===== src/rtl/assert_macros.svh =====
// Assertion macros used by the RTL top level.
`ifndef ASSERT_MACROS_SVH
`define ASSERT_MACROS_SVH

// Clocked check, disabled while reset is asserted.
`define SSET_ASSERT(label, prop, msg) \
  label: assert property (@(posedge clk) disable iff (!rst_n) (prop)) else $error(msg);

// Clocked check that also holds during reset.
`define SSET_ASSERT_ALWAYS(label, prop, msg) \
  label: assert property (@(posedge clk) (prop)) else $error(msg);

`endif


===== src/rtl/sset_pkg.sv =====
// Package with types and constants of the sorted set engine.
package sset_pkg;

  localparam int CAPACITY  = 64;
  localparam int KEY_W     = 32;
  localparam int CNT_W     = $clog2(CAPACITY + 1);
  localparam int OUT_CNT_W = 7;
  localparam int STAT_W    = 2;

  typedef logic signed [KEY_W-1:0] key_t;
  typedef logic [CNT_W-1:0]        cnt_t;

  localparam logic OP_QUERY  = 1'b0;
  localparam logic OP_INSERT = 1'b1;

  localparam logic [STAT_W-1:0] STAT_MISS = 2'd0;
  localparam logic [STAT_W-1:0] STAT_HIT  = 2'd1;
  localparam logic [STAT_W-1:0] STAT_FULL = 2'd2;

  // Broadcast control from the sequencer to every cell.
  typedef struct packed {
    logic cmp_en;
    logic shift_en;
    key_t key;
  } cell_ctl_t;

endpackage


===== src/rtl/sset_cell.sv =====
// One storage cell of the sorted key chain: compare and shift.
module sset_cell
  import sset_pkg::*;
(
  input  logic      clk,
  input  cell_ctl_t ctl,
  input  logic      occ,       // this slot holds a key
  input  logic      prev_lt,   // left neighbor's key is below the search key
  input  key_t      prev_key,  // left neighbor's key
  output key_t      key_r,
  output logic      lt_r,
  output logic      eq_r
);

  key_t key_nxt;
  logic lt_nxt;
  logic eq_nxt;

  always_comb begin
    key_nxt = key_r;
    lt_nxt  = lt_r;
    eq_nxt  = eq_r;
    if (ctl.cmp_en) begin
      lt_nxt = occ && (key_r < ctl.key);
      eq_nxt = occ && (key_r == ctl.key);
    end
    // Cells below the insert point keep their key; the insert point takes the
    // new key and every cell above it takes its left neighbor's key.
    if (ctl.shift_en && !lt_r) begin
      key_nxt = prev_lt ? ctl.key : prev_key;
    end
  end

  always_ff @(posedge clk) begin
    key_r <= key_nxt;
    lt_r  <= lt_nxt;
    eq_r  <= eq_nxt;
  end

endmodule


===== config.mk =====
export PLATFORM = sky130hd
export DESIGN_NAME = sset_cell
export DESIGN_NICKNAME = d
export VERILOG_FILES = /design/src/rtl/assert_macros.svh /design/src/rtl/sset_pkg.sv /design/src/rtl/sset_cell.sv
export SDC_FILE = /design/constraint.sdc
export NUM_CORES = 1
export LEC_CHECK = 0
export ABC_AREA = 1
export ABC_CLOCK_PERIOD_IN_PS = 5100
export BUFFER_PORTS_ARGS = -buffer_cell sky130_fd_sc_hd__buf_2
export CAP_MARGIN = 20
export CORE_MARGIN = 1
export CORE_UTILIZATION = 51
export DETAILED_ROUTE_END_ITERATION = 16
export PLACE_DENSITY = 0.91
export RECOVER_POWER = 50
export SYNTH_ARGS = -nofsm -noshare
export SYNTH_HDL_FRONTEND = slang
export SYNTH_SLANG_ARGS = --single-unit
export TNS_END_PERCENT = 1

===== constraint.sdc =====
create_clock -name clk -period 5.1 [get_ports clk]
set_clock_uncertainty 0.05 [all_clocks]
set_input_delay 0.51 -clock clk [delete_from_list [all_inputs] [get_ports clk]]
set_output_delay 0.51 -clock clk [all_outputs]
set_load 0.03 [all_outputs]

==> run summary <==
DRC = 0
Worst VDD drop = 0.178 mV
H-tree depth = 2
PostCTS Resize Cnt = 0
Total power = 822 µW
Max-cap violations = 1
Pleak = 0.00145 µW
GR Overflow Total = 0
Failing checks = capacitance limit, slew limit
Placed Area = 2840 µm²
Synthesized area = 2280 µm²
Pwr/cell area = 280 nW/µm²
Final setup TNS = 0 ns
Clock insertion delay at the later pin of the skew report = 0.28 ns
Worst setup SP type = input pin
Buffers on Ports = 102
Yosys top cell by area = edfxtp_1
Post-synth EDFFs = 34
Hold Fails Final Rpt = 0
Outcome = complete, but fails checks
Ant diodes = 0
Routability cong. = 0.723
First-pass GRT wire length = 7310 µm
Synth Instances = 249
Post-route cell area = 2940 µm²
FMAX = 408 MHz
WL/cell = 12.0 µm
Initial antenna violation count = 0
Final Critical Period = 2.45 ns
Hpwl dp = 3780 µm
Clock transition at path regs = 0.08 ns
Die footprint = 4750 µm²
CTS tree = done
Post-route ant nets = 0
Initial drt markers = 119
Crit Path Category = input pin to flop
IO Pins = 103
Distinct cells, synth = 26
Final setup fails = 0
Period utilization = 48.0%
#FFs+latches synth = 34
Max Root-Sink Buffers = 2
Req. time, crit path = 5.09 ns
All-Layer GR Usage = 21.0%
Arr. time, crit path = 2.44 ns
Final hold slack = 0.430 ns
Mapped Nets = 350
Slew at the pin with the worst max-slew slack = 1.58 ns
CTS root buf = clkbuf_8
Via Count = 1962
Layout cell share with drive strength beyond 1 = 26.9%
Synth Flop Type = edfxtp_1
Nets = 453
Die height = 68.9 µm
Initial Util = 55.1%
RSZ-0062 raised after global routing = no
Vias per Instance = 4.87
Cts hold-fix bufs = 0
Yosys warns = 0
Crit path max fanout = 41
Synth top area share = 44.7%
Fillers = 341
Postcts setup bufs = 0
Avg Cell Area, Syn = 9.18 µm²
Final Util = 70.8%
Clk sink count = 34
Endpoint class of the critical path = flop
Fin. max-slew vios = 42
HP Class = input pin to flop
Slew margin rel. = -5.16%
FP Rows = 23
First-pass iteration count of the detailed router = 4
Sequential area share after synthesis = 44.7%
Syn-to-layout area delta = 28.5%
Largest net degree at the start of global routing = 42
Final WL = 4830 µm
Chip Width = 68.9 µm
Synth top area cells = edfxtp_1 45%, ha_1 18%, a21oi_1 9.6%, inv_1 6.4%, nor2_1 6.4%
CTS buffer count = 5
Number of global-route vias before repair = 1764
Fraction of registers with async set/reset = 0%
Core ar. = 4140 µm²
[layer usage]
layer	wire length, µm	global-route usage [%]
met1	2100	25.0
met2	2370	36.5
met3	312	6.25
met4	56	5.87
met5	0	0
[worst paths after layout]
kind	start	endpoint	slack [ns]	cells after the start
max reg2reg	key_r[31]	lt_r	3.30	8
min reg2reg	lt_r	key_r[6]	0.79	1
max	prev_lt	key_r[0]	2.65	3
min	ctl[33]	eq_r	0.43	1
[Yosys cell counts (2+ instances only)]
| cell type | instances |
|---|---|
| nand2_4 | 2 |
| o21ai_0 | 2 |
| edfxtp_1 | 34 |
| nand2_1 | 29 |
| inv_1 | 39 |
| ha_1 | 32 |
| nand2_2 | 3 |
| inv_2 | 2 |
| nor2_1 | 39 |
| nand3_1 | 3 |
| clkbuf_1 | 3 |
| buf_2 | 4 |
| a21oi_1 | 44 |
[kinds of logic after synthesis]
group	synth area share [%]
adder cells (fa/ha/maj)	17.5
AND/OR/NAND/NOR	17.0
multiplexers	0.493
flip-flops	44.7
AO/OA/AOI/OAI	12.2
buffers and inverters	8.11
[final cells by class]
class                      count  area, µm²  share of cell area (%)
timing repair buffer         103        479                    16.3
tap                           50       62.6                    2.13
clock inverter                 3       63.8                    2.17
sequential                    34       1020                    34.8
clock buffer                   5       68.8                    2.34
multi-input combinational    167       1090                    37.0
inverter                      41        154                    5.24
[registers in the layout, indices dropped and copies added, names as in the netlist]
| name | count |
|---|---|
| eq_r | 1 |
| key_r | 32 |
| lt_r | 1 |
[where the power goes]
| part | internal, µW | switching, µW | leakage, µW |
|---|---|---|---|
| clock | 193 | 100 | 0.0000658 |
| sequential | 332 | 9.44 | 0.000320 |
| combinational | 68.8 | 119 | 0.00106 |
[layout by cell type (no fill, tap or decap), drive strengths merged]
cell type,n
nor3,2
bufinv,2
nor2,40
nor4,1
a21oi,46
nand2,34
and3,1
ha,32
inv,41
mux2,1
clkinv,1
clkbuf,36
a21o,1
o21ai,2
buf,72
nand4,2
nand3,3
o21a,2
edfxtp,34
[stage by stage]
step           setup WS [ns]  cells
3_3_place_gp            3.05    395
2_1_floorplan           2.68    249
6_report                2.65    403
4_1_cts                 3.28    403
5_1_grt                 2.48    403
3_5_place_dp            3.03    395
[worst max-delay path, cell delays in order]
cell and delay (ns):
clkbuf_1 1.12, buf_4 0.44, mux2_2 0.36
No activity file was read; power rests on OpenSTA's default activity.
